File: config.mk
export PLATFORM = sky130hd
export DESIGN_NAME = zip_central_directory_walker
export DESIGN_NICKNAME = d
export VERILOG_FILES = /design/src/sv/zcdw_pkg.sv /design/src/sv/zcdw_parser.sv /design/src/sv/zcdw_out_buf.sv /design/src/sv/zip_central_directory_walker.sv
export SDC_FILE = /design/constraint.sdc
export NUM_CORES = 1
export LEC_CHECK = 0
export ABC_AREA = 1
export BUFFER_PORTS_ARGS = -buffer_cell sky130_fd_sc_hd__buf_2
export CAP_MARGIN = 40
export CORE_MARGIN = 4
export CORE_UTILIZATION = 30
export CTS_BUF_LIST = sky130_fd_sc_hd__clkbuf_8
export DETAILED_ROUTE_END_ITERATION = 10
export HOLD_SLACK_MARGIN = 0.15
export PLACE_DENSITY = 0.49
export SYNTH_ARGS = -nofsm -noshare
export SYNTH_HDL_FRONTEND = slang
export SYNTH_SLANG_ARGS = --single-unit
File: constraint.sdc
create_clock -name clk -period 13 [get_ports clk]
set_input_delay 2.6 -clock clk [delete_from_list [all_inputs] [get_ports clk]]
set_output_delay 2.6 -clock clk [all_outputs]
set_load 0.05 [all_outputs]
File: src/sv/zcdw_pkg.sv
`timescale 1ns / 1ps
`default_nettype none
package zcdw_pkg;

  localparam logic [31:0] CD_MAGIC      = 32'h02014b50;
  localparam int          CD_HEADER_LEN = 46;

  // Header byte positions of the captured fields
  localparam logic [5:0] SIG_FIRST     = 6'd0;
  localparam logic [5:0] CRC_FIRST     = 6'd16;
  localparam logic [5:0] SIZE_FIRST    = 6'd20;
  localparam logic [5:0] NLEN_FIRST    = 6'd28;
  localparam logic [5:0] XLEN_FIRST    = 6'd30;
  localparam logic [5:0] CLEN_FIRST    = 6'd32;
  localparam logic [5:0] OFFSET_FIRST  = 6'd42;
  localparam logic [5:0] HEADER_LAST   = 6'(CD_HEADER_LEN - 1);

  localparam logic [1:0] KIND_ENTRY = 2'd0;
  localparam logic [1:0] KIND_NAME  = 2'd1;
  localparam logic [1:0] KIND_STOP  = 2'd2;

  typedef enum logic [1:0] {
    PH_HEADER = 2'd0,
    PH_NAME   = 2'd1,
    PH_SKIP   = 2'd2,
    PH_STOP   = 2'd3
  } phase_t;

  typedef struct packed {
    logic [7:0] data_byte;
    logic       buffer_end;
  } zcdw_in_t;

  typedef struct packed {
    logic [1:0]  kind;
    logic [31:0] entry_crc;
    logic [31:0] compressed_bytes;
    logic [31:0] local_header_offset;
    logic [15:0] name_length;
    logic [7:0]  name_byte;
    logic        name_last;
  } zcdw_out_t;

endpackage
`default_nettype wire

File: src/sv/zcdw_parser.sv
`timescale 1ns / 1ps
`default_nettype none
module zcdw_parser (
  input  wire                 clk,
  input  wire                 rst,
  input  wire                 take,
  input  zcdw_pkg::zcdw_in_t  item,
  output logic                res_valid,
  output zcdw_pkg::zcdw_out_t res
);
  import zcdw_pkg::*;

  phase_t      phase;
  phase_t      phase_next;
  logic [5:0]  header_byte_index;
  logic [5:0]  header_byte_index_next;
  logic [17:0] bytes_left;
  logic [17:0] bytes_left_next;
  logic [31:0] signature_word, signature_word_next;
  logic [31:0] crc_word, crc_word_next;
  logic [31:0] size_word, size_word_next;
  logic [31:0] offset_word, offset_word_next;
  logic [15:0] name_len_word, name_len_word_next;
  logic [15:0] extra_len_word, extra_len_word_next;
  logic [15:0] comment_len_word, comment_len_word_next;

  logic [7:0]  b;
  logic [5:0]  i;
  logic [17:0] bl_dec;
  logic [17:0] skip_len;

  assign b        = item.data_byte;
  assign i        = header_byte_index;
  assign bl_dec   = (bytes_left != '0) ? bytes_left - 18'd1 : '0;
  assign skip_len = {1'b0, 17'(extra_len_word) + 17'(comment_len_word)};

  // Field capture: shift bytes in little-endian
  always_comb begin
    signature_word_next   = signature_word;
    crc_word_next         = crc_word;
    size_word_next        = size_word;
    offset_word_next      = offset_word;
    name_len_word_next    = name_len_word;
    extra_len_word_next   = extra_len_word;
    comment_len_word_next = comment_len_word;
    if (phase == PH_HEADER) begin
      if (i < CRC_FIRST && i < SIG_FIRST + 6'd4) begin
        signature_word_next = {b, signature_word[31:8]};
      end else if (i >= CRC_FIRST && i < SIZE_FIRST) begin
        crc_word_next = {b, crc_word[31:8]};
      end else if (i >= SIZE_FIRST && i < SIZE_FIRST + 6'd4) begin
        size_word_next = {b, size_word[31:8]};
      end else if (i >= NLEN_FIRST && i < XLEN_FIRST) begin
        name_len_word_next = {b, name_len_word[15:8]};
      end else if (i >= XLEN_FIRST && i < CLEN_FIRST) begin
        extra_len_word_next = {b, extra_len_word[15:8]};
      end else if (i >= CLEN_FIRST && i < CLEN_FIRST + 6'd2) begin
        comment_len_word_next = {b, comment_len_word[15:8]};
      end else if (i >= OFFSET_FIRST) begin
        offset_word_next = {b, offset_word[31:8]};
      end
    end
  end

  // Next control state
  always_comb begin
    phase_next             = phase;
    header_byte_index_next = header_byte_index;
    bytes_left_next        = bytes_left;
    unique case (phase)
      PH_HEADER: begin
        if (i == HEADER_LAST) begin
          header_byte_index_next = '0;
          if (signature_word_next != CD_MAGIC) begin
            phase_next = PH_STOP;
          end else if (name_len_word_next != '0) begin
            bytes_left_next = {2'b00, name_len_word_next};
            phase_next      = PH_NAME;
          end else begin
            bytes_left_next = skip_len;
            phase_next      = (skip_len != '0) ? PH_SKIP : PH_HEADER;
          end
        end else begin
          header_byte_index_next = i + 6'd1;
        end
      end
      PH_NAME: begin
        bytes_left_next = bl_dec;
        if (bl_dec == '0) begin
          bytes_left_next = skip_len;
          phase_next      = (skip_len != '0) ? PH_SKIP : PH_HEADER;
        end
      end
      PH_SKIP: begin
        bytes_left_next = bl_dec;
        if (bl_dec == '0) begin
          phase_next = PH_HEADER;
        end
      end
      PH_STOP: begin
        phase_next = PH_STOP;
      end
      default: begin
        phase_next = PH_HEADER;
      end
    endcase
    if (item.buffer_end) begin
      phase_next             = PH_HEADER;
      header_byte_index_next = '0;
      bytes_left_next        = '0;
    end
  end

  // Result for this byte
  always_comb begin
    res       = '0;
    res_valid = 1'b0;
    unique case (phase)
      PH_HEADER: begin
        if (i == HEADER_LAST) begin
          res_valid = 1'b1;
          if (signature_word_next != CD_MAGIC) begin
            res.kind = KIND_STOP;
          end else begin
            res.kind                = KIND_ENTRY;
            res.entry_crc           = crc_word_next;
            res.compressed_bytes    = size_word_next;
            res.local_header_offset = offset_word_next;
            res.name_length         = name_len_word_next;
          end
        end
      end
      PH_NAME: begin
        res_valid     = 1'b1;
        res.kind      = KIND_NAME;
        res.name_byte = b;
        res.name_last = (bl_dec == '0) || item.buffer_end;
      end
      PH_SKIP, PH_STOP: begin
        res_valid = 1'b0;
      end
      default: begin
        res_valid = 1'b0;
      end
    endcase
  end

  always_ff @(posedge clk) begin
    if (rst) begin
      phase             <= PH_HEADER;
      header_byte_index <= '0;
      bytes_left        <= '0;
    end else if (take) begin
      phase             <= phase_next;
      header_byte_index <= header_byte_index_next;
      bytes_left        <= bytes_left_next;
    end
  end

  // Header fields are fully rewritten by every header, so no reset
  always_ff @(posedge clk) begin
    if (take) begin
      signature_word   <= signature_word_next;
      crc_word         <= crc_word_next;
      size_word        <= size_word_next;
      offset_word      <= offset_word_next;
      name_len_word    <= name_len_word_next;
      extra_len_word   <= extra_len_word_next;
      comment_len_word <= comment_len_word_next;
    end
  end

endmodule
`default_nettype wire

File: src/sv/zcdw_out_buf.sv
`timescale 1ns / 1ps
`default_nettype none
module zcdw_out_buf (
  input  wire                 clk,
  input  wire                 rst,
  input  wire                 push,
  input  zcdw_pkg::zcdw_out_t push_data,
  output logic                has_room,
  output logic                out_valid,
  input  wire                 out_ready,
  output zcdw_pkg::zcdw_out_t out_data
);
  import zcdw_pkg::*;

  zcdw_out_t   slots [2];
  logic        wr_ptr;
  logic        rd_ptr;
  logic [1:0]  count;
  logic [1:0]  count_next;
  logic        pop;

  assign pop       = out_valid && out_ready;
  assign has_room  = (count != 2'd2);
  assign out_valid = (count != 2'd0);
  assign out_data  = slots[rd_ptr];

  always_comb begin
    count_next = count;
    if (push && !pop) begin
      count_next = count + 2'd1;
    end else if (pop && !push) begin
      count_next = count - 2'd1;
    end
  end

  always_ff @(posedge clk) begin
    if (rst) begin
      wr_ptr <= 1'b0;
      rd_ptr <= 1'b0;
      count  <= '0;
    end else begin
      count <= count_next;
      if (push) begin
        wr_ptr <= ~wr_ptr;
      end
      if (pop) begin
        rd_ptr <= ~rd_ptr;
      end
    end
  end

  always_ff @(posedge clk) begin
    if (push) begin
      slots[wr_ptr] <= push_data;
    end
  end

endmodule
`default_nettype wire

File: src/sv/zip_central_directory_walker.sv
// ZIP central directory walker.
// Input channel (in_valid/in_ready/in_data): one directory byte per transfer,
// with buffer_end set on the final byte of the directory.
// Output channel (out_valid/out_ready/out_data): entry results (CRC, size,
// local header offset, name length), one result per name byte, or a stop
// result on a bad record signature. Extra and comment bytes give nothing.
// Latency: a result is visible on out_valid the cycle after the byte that
// causes it is transferred in.
// Throughput: one byte per cycle while the output buffer has room; the parser
// state updates once per byte and the result lands in a two-entry output buffer.
// When the receiver stalls, up to two results are held; in_ready drops only
// when both buffer entries are full, and rises again as soon as one drains.
// Reset (rst, synchronous) empties the buffer and puts the parser into header
// gathering. The byte carrying buffer_end also returns the parser to header
// gathering; a header cut short by it is dropped.
`timescale 1ns / 1ps
`default_nettype none
module zip_central_directory_walker (
  input  wire                 clk,
  input  wire                 rst,
  input  wire                 in_valid,
  output logic                in_ready,
  input  zcdw_pkg::zcdw_in_t  in_data,
  output logic                out_valid,
  input  wire                 out_ready,
  output zcdw_pkg::zcdw_out_t out_data
);
  import zcdw_pkg::*;

  logic      take;
  logic      res_valid;
  zcdw_out_t res;
  logic      has_room;

  // Advance the parser on every input transfer
  assign in_ready = has_room;
  assign take     = in_valid && in_ready;

  zcdw_parser u_parser (
    .clk       (clk),
    .rst       (rst),
    .take      (take),
    .item      (in_data),
    .res_valid (res_valid),
    .res       (res)
  );

  // Hold results here while the receiver stalls
  zcdw_out_buf u_out_buf (
    .clk       (clk),
    .rst       (rst),
    .push      (take && res_valid),
    .push_data (res),
    .has_room  (has_room),
    .out_valid (out_valid),
    .out_ready (out_ready),
    .out_data  (out_data)
  );

endmodule
`default_nettype wire

; ---- Yosys cells after proc, flatten, opt, wreduce, memory -nomap -nowiden
; Memory sizes are Yosys's and may differ from the RTL's. A register that Yosys moved wholly into a read port is not among the register bits.
; Cells that the tools add are included.
[op_classes]
n_eq_ne = 10
n_lt_le_gt_ge = 13
bitwise_logic = 7
addsub = 5
n_reduce_logical = 29
n_mux = 54
[op_table]
columns = operator, count
row1 = $mux 32, 17
row2 = $mux 112, 2
row3 = $mux 114, 1
row4 = $mux 18, 5
row5 = $mux 16, 5
row6 = $pmux 18 s3, 1
row7 = $reduce_bool 18->1, 2
row8 = $ne 32x26->1 const B, 1
row9 = $ge 6x5->1 const B, 4
row10 = $lt 6x5->1 const B, 4
row11 = $mux 2, 10
row12 = $logic_not 18->1, 1
row13 = $mux 6, 3
row14 = $sub 18x1->18 const B, 1
row15 = $add 16x16->17, 1
row16 = $mux 17, 1
row17 = $reduce_bool 16->1, 1
row18 = $ge 6x6->1 const B, 2
row19 = $lt 6x6->1 const B, 2
row20 = $logic_and 1x1->1, 11
row21 = $mux 9, 1
row22 = $pmux 2 s4, 1
row23 = $reduce_and 4->1, 2
row24 = $reduce_and 8->1, 1
row25 = other kinds (22), 38
[totals]
ramBits = 246
register_bits = 206
word_cells = 132
input_bits = 13
memories = 1
output_inout_bits = 125
[mem_list]
columns = name, depth, word_bits, read_ports, rd_clocked_by_memory_dff, write_ports, line
row1 = u_out_buf.slots, 2, 123, 1, 1, 1, zcdw_out_buf.sv:15  ; zcdw_out_t slots [2];

; ---- Depth between registers and ports, before layout
; Gate-level depths: netlist (run 1).
[logic_depth]
depth_word = 13
mapped_depth = 18
ltp_nobuf = 17

; ---- Hierarchy
; Synthesis (run 1) repeated with hierarchy kept, for this count alone.
[hier_totals]
cells_unflattened = 1996
area_unflattened_um2 = 21556.9
[modules_own_cells]
columns = module, seq_area_each_um2, area_each_um2, cells_each, instances
row1 = zcdw_parser, 5805.6, 12142.9, 1574, 1
row2 = zcdw_out_buf, 7487.2, 9396.5, 418, 1
row3 = zip_central_directory_walker, 0.0, 17.5, 4, 1

; ---- Least setup slack after synthesis (run 1)
; No wires, ideal clock.
[synth_path]
path_kind = input port to flip-flop
from = input port in_valid
to = memory u_out_buf.slots[1][0] in the netlist's numbering (enable)
arrival_ps = 8196
required_ps = 12392
n_path_buf = 0
path_stages = 4
setup_time_ps = 608
setup_slack_ps = 4196
path_cell_list = nand2_1 nor3_1 inv_1 nor2_1
[synth_between]
elab_chain_len = 4
[synth_rtl]
columns = element, line
row1 = start: declaration, zip_central_directory_walker.sv:21  ; input wire in_valid,
row2 = $logic_and 1x1->1, zip_central_directory_walker.sv:37  ; assign take = in_valid && in_ready;
row3 = $logic_and 1x1->1, zip_central_directory_walker.sv:52  ; .push (take && res_valid),
row4 = named net u_out_buf.push, zcdw_out_buf.sv:6  ; input wire push,
row5 = $mux 1, zcdw_out_buf.sv:53  ; if (push) begin
row6 = $mux 1 (not written as such), zcdw_out_buf.sv:54  ; slots[wr_ptr] <= push_data;
row7 = end: declaration, zcdw_out_buf.sv:15
; The timed path passes the listed nets, and every way through them passes these cells.

==> metrics.txt, run 1 <==
run status=finished clean; die area=0.07538 mm²; RSZ-0062 raised after global routing=no; fin crit period=5.593 ns; via count=14.15k; Max Cap Viol=0; fin nets=2251; Fmax=0.1788 GHz; vias per cell=4.392; worst skew pair latency=0.70 ns; CTS tree=done; die height=274.5 µm; worst slack, placed=7.793 ns; final setup vio count=0; Clock Sinks=453; CTS max path bufs=3; Worst Tran Pin Value=0.8611 ns; LEAKAGE=0.01040 µW; PnR worst setup slack=7.407 ns; sequential area share after synthesis=62.37%; DRC viols=0; CP Max Fanout=56; initial antenna violation count=4; Clock Skews=0.06432 ns; final critical-path share of the clock period=43.02%; GRT Overall Usage=14.26%; Total Power=4173 µW; Routed Antenna Nets=0; synthesized flop and latch total=453; Post-Syn Area=0.02131 mm²; Pwr per Cell Area=170.4 mW/mm²; CTS H-tree lvls=3; Area Overhead vs Synth=14.90%; worst min path class=reg -> reg; Initial DRC Count=855; Routed WL=54.12 mm; core area=0.07027 mm²; synth unique cells=41; maximum vdd drop=0.07950 mV; Setup Crit Path Kind=reg -> out; cell area after layout=0.02449 mm²; vias in the first global route=14.17k; Setup TNS=0 ns; starting density of the core=30.33%; Slew headroom=42.59%; Chip Width=274.5 µm; worst path required time=10.40 ns; Mean Syn Cell Area=10.42 µm²; drt wl/cell=16.80 µm; row count=97; crit path DAT=2.99 ns; clock root cell=clkbuf_8; Post-CTS Resized=0; Post-DP Area=0.02299 mm²; GRT Residual Overflow=0; TritonCTS Buffers=81; Fin. Hold Viols=0; fin cells=3222; CP max-delay cell=dfxtp_4; Worst Path Buf+Inv=3; RD Place Congestion=0.8391; Initial DRT Pass Iterations=5; Post-Synthesis Net Count=2086; Worst-path clk slew=0.06 ns; largest net degree at the start of global routing=82; I/O pins=138; peak per-stage delay on the critical path=0.86 ns; first-pass GRT wire length=83.20 mm; critical path, cell by cell=buf_4, buf_16, mux2_2, buf_2; buffers added on ports=137; synth warn=0; commonest non-fill, non-tap cells in the layout=edfxtp_1, nand2_1, inv_1; largest delay contributor family on the critical path=buffers and inverters; Post-Syn Instances=2046; Final HPWL DP=36.46 mm; Worst Setup End Kind=output pin; commonest non-fill, non-tap cell in the layout=edfxtp_1; Final Max Slew Viols=0; Setup Buffers After CTS=0; Worst Setup Start Kind=flip-flop; layout cells sized above 1=18.74%; placed cells=3068; hold bufs inserted after CTS=0
-- flip-flops by register name, summed over array words and instances, names as in the netlist, named ones only --
| signal | count |
|---|---|
| u_out_buf.slots | 246 |
| u_parser.crc_word | 32 |
| u_parser.offset_word | 32 |
| u_parser.signature_word | 32 |
| u_parser.size_word | 32 |
| u_parser.bytes_left | 18 |
| u_parser.comment_len_word | 16 |
| u_parser.extra_len_word | 16 |
| u_parser.name_len_word | 16 |
| u_parser.header_byte_index | 6 |
| u_out_buf.count | 2 |
| u_parser.phase | 2 |
| u_out_buf.rd_ptr | 1 |
| u_out_buf.wr_ptr | 1 |
-- final timing paths --
kind,endpoint,cells after the start,slack (ns),from
max,out_data[84],4,7.41,flip-flop
min,u_parser.comment_len_word[2],0,0.44,u_parser.comment_len_word[10]
max reg2reg,u_out_buf.slots[1][23],14,8.69,u_parser.phase[0]
min reg2reg,u_parser.comment_len_word[2],0,0.44,u_parser.comment_len_word[10]
-- cell usage after synthesis --
| cell type | n | area [µm²] |
|---|---|---|
| a2111oi_0 | 1 | 8.760 |
| a21oi_1 | 44 | 220.2 |
| a21oi_2 | 2 | 17.52 |
| a221oi_1 | 1 | 8.760 |
| a31oi_1 | 1 | 6.260 |
| and2_1 | 3 | 18.77 |
| buf_1 | 6 | 22.52 |
| buf_2 | 7 | 35.03 |
| buf_4 | 2 | 15.01 |
| buf_6 | 18 | 202.7 |
| clkbuf_1 | 40 | 150.1 |
| dfxtp_1 | 31 | 620.6 |
| edfxtp_1 | 422 | 12670 |
| fa_1 | 1 | 20.02 |
| ha_1 | 26 | 325.3 |
| inv_1 | 355 | 1333 |
| inv_2 | 10 | 37.54 |
| mux2_2 | 123 | 1385 |
| nand2_1 | 392 | 1471 |
| nand2_2 | 1 | 6.260 |
| nand2_4 | 2 | 22.52 |
| nand3_1 | 89 | 445.4 |
| nand3_2 | 2 | 20.02 |
| nand3_4 | 2 | 35.03 |
| nand3b_1 | 6 | 45.04 |
| nand4_1 | 11 | 68.82 |
| nand4_4 | 2 | 42.54 |
| nor2_1 | 239 | 897.1 |
| nor2_2 | 11 | 68.82 |
| nor2_4 | 4 | 45.04 |
| nor3_1 | 8 | 40.04 |
| o2111ai_1 | 1 | 8.760 |
| o211ai_1 | 1 | 7.510 |
| o21ai_0 | 124 | 620.6 |
| o21ai_1 | 38 | 190.2 |
| o21ai_2 | 7 | 61.31 |
| o21ai_4 | 1 | 16.27 |
| o21bai_1 | 2 | 15.01 |
| o221ai_1 | 1 | 8.760 |
| xnor2_1 | 3 | 26.28 |
| xor2_1 | 6 | 52.55 |
-- power breakdown --
group	internal [µW]	total [µW]	switching, µW
Clock	635	1250	611
Combinational	301	1130	832
Sequential	1730	1790	59.7
Total	2670	4170	1500
-- cell type report --
class                   instances  area [µm²]
clock buffers                  82        1129
clock inverters                69       367.9
flip-flops and latches        453       13300
diodes                          3       7.507
inverters                     365        1375
multi-input cells            1155        6259
well taps                     940        1176
repair buffers                155       880.8
fillers                      7164       45780
-- metrics by stage --
step	util, %	hold WS [ns]
4_1_cts	34.84	0.4499
2_1_floorplan	-	0.4307
3_3_place_gp	32.59	0.4390
6_report	34.85	0.4428
5_1_grt	34.85	0.4734
3_5_place_dp	32.71	0.4379
-- worst register-to-register path, stage by stage, from the launching register on --
cell	delay, ns
dfxtp_1	0.34
inv_1	0.09
ha_1	0.60
nand3_4	0.69
o21ai_0	0.55
nor2_1	0.08
and2_1	0.17
nand2_1	0.07
nor2_2	0.05
nand2_4	0.11
nor2_4	0.06
nand2_4	0.25
buf_4	0.44
buf_16	0.30
nor2_1	0.20
-- cell families after synthesis --
| group | synth area share [%] |
|---|---|
| AND/OR/NAND/NOR | 15.14 |
| adder cells (fa/ha/maj) | 1.620 |
| XOR/XNOR | 0.3698 |
| multiplexers | 6.498 |
| flip-flops | 62.37 |
| AO/OA/AOI/OAI | 5.583 |
| buffers and inverters | 8.424 |
-- routing by layer --
layer | vias up | global-route usage (%) | share of wire, %
met4 | 4 | 4.957 | 2.5
met3 | 85 | 3.009 | 5.2
met5 | - | 0 | 0.052
met1 | 6656 | 18.83 | 45
met2 | 314 | 23.33 | 47
li1 | 7091 | - | -
Power figures use the tool's default switching activity.
==> run 2: changes to the inputs <==
--- a/config.mk
+++ b/config.mk
@@ -13,7 +13,7 @@
 export CTS_BUF_LIST = sky130_fd_sc_hd__clkbuf_8
 export DETAILED_ROUTE_END_ITERATION = 10
 export HOLD_SLACK_MARGIN = 0.15
-export PLACE_DENSITY = 0.49
+export PLACE_DENSITY = 0.51
 export SYNTH_ARGS = -nofsm -noshare
 export SYNTH_HDL_FRONTEND = slang
 export SYNTH_SLANG_ARGS = --single-unit
==> constraint.sdc (replaced) <==
create_clock -name clk -period 4.75 [get_ports clk]
set_input_delay 0.95 -clock clk [delete_from_list [all_inputs] [get_ports clk]]
set_output_delay 0.95 -clock clk [all_outputs]
set_load 0.05 [all_outputs]
==> metrics.txt, run 2 (synthesis results as in run 1) <==
DRC viols=0; GRT Residual Overflow=0; final critical-path share of the clock period=84.03%; Routed Antenna Nets=0; commonest non-fill, non-tap cell in the layout=edfxtp_1; Filler Cell Count=7091; Initial DRT Pass Iterations=5; Setup crit start=u_parser.phase[0]; buffers added on ports=137; fin cells=3220; crit path DAT=4.35 ns; die area=0.07538 mm²; min-delay src=u_parser.comment_len_word[10]; commonest non-fill, non-tap cells in the layout=edfxtp_1, nand2_1, inv_1; vias in the first global route=14.29k; via count=14.32k; maximum vdd drop=0.2844 mV; Setup Crit Path Kind=reg -> reg; Worst-path clk slew=0.06 ns; CTS tree=done; Fin. Hold Viols=0; Max Cap Viol=0; CP Max Fanout=64; Initial DRC Count=927; hold bufs inserted after CTS=0; CTS H-tree lvls=3; Fmax=0.2506 GHz; Total Power=11410 µW; placed cells=3072; Slew headroom=47.88%; Clock Sinks=453; vias per cell=4.446; core area=0.07027 mm²; Pwr per Cell Area=465.2 mW/mm²; Final HPWL DP=35.80 mm; Area Overhead vs Synth=15.07%; R2R Path Start=u_parser.phase[0]; Setup TNS=0 ns; run status=finished clean; final core occ=34.90%; starting density of the core=30.33%; die height=274.5 µm; Clock Skews=0.05081 ns; largest register by flop count=u_out_buf.slots; final setup vio count=0; RD Place Congestion=0.8833; drt wl/cell=16.61 µm; Chip Width=274.5 µm; TritonCTS Buffers=81; Worst Setup Start Kind=flip-flop; clock root cell=clkbuf_8; row count=97; fin crit period=3.991 ns; LEAKAGE=0.01039 µW; largest net degree at the start of global routing=104; Routed WL=53.49 mm; initial antenna violation count=4; Worst Setup End Kind=flip-flop; worst skew pair latency=0.67 ns; I/O pins=138; Setup Buffers After CTS=0; Post-CTS Resized=0; RSZ-0062 raised after global routing=no; worst min path class=reg -> reg; worst path required time=5.11 ns; Final Max Slew Viols=0; fin nets=2255; CTS max path bufs=3; first-pass GRT wire length=81.88 mm; GRT Overall Usage=14.03%; layout cells sized above 1=19.18%; max FFs per register=246; Worst Tran Pin Value=0.7818 ns
-- run 2: final timing paths --
kind	depth (start not counted)	end	slack, ns
worst max register to register	13	u_out_buf.slots[1][43]	0.76
worst min-delay path	0	u_parser.comment_len_word[2]	0.45
worst max-delay path	13	u_out_buf.slots[1][43]	0.76
worst min register to register	0	u_parser.comment_len_word[2]	0.45
-- run 2: report_power, final --
group          leakage, µW  switching, µW  internal [µW]
clock network     0.000849           1650           1740
logic              0.00534           2320            814
registers          0.00419            139           4750
-- run 2: stage by stage --
step / area (µm²) / hold slack (ns) / setup WS, ns
finish: 24530 / 0.4460 / 0.7588
global route: 24530 / 0.4577 / 0.4424
CTS: 24520 / 0.4338 / 0.7424
detailed placement: 23030 / 0.4401 / 0.8099
global placement: 22980 / 0.4372 / 0.9195
floorplan: 21320 / 0.4307 / -0.3780
-- run 2: layout make-up --
class / count / area [µm²] / area share [%]
clock buffer: 82 / 1129 / 4.601
sequential: 453 / 13300 / 54.21
inverter: 365 / 1374 / 5.601
clock inverter: 65 / 362.8 / 1.479
multi-input combinational: 1155 / 6264 / 25.54
antenna: 1 / 2.502 / 0.01020
timing repair buffer: 159 / 923.4 / 3.765
tap: 940 / 1176 / 4.795
-- run 2: metal layers --
metal  wire [µm]  GRT usage [%]
met1       24380          18.57
met2       25130          23.23
met3        2726          2.965
met4        1254          4.212
met5           0              0
-- run 2: worst max-delay path: stages, from the launching register on --
cell and delay (ns):
dfxtp_1 0.34, inv_1 0.09, ha_1 0.54, nand3_4 0.64
o21ai_0 0.49, nor2_1 0.07, and2_1 0.17, nand2_1 0.07
nor2_2 0.05, nand2_4 0.09, nor2_4 0.05, nand2_4 0.52
buf_4 0.40, nor2_1 0.10
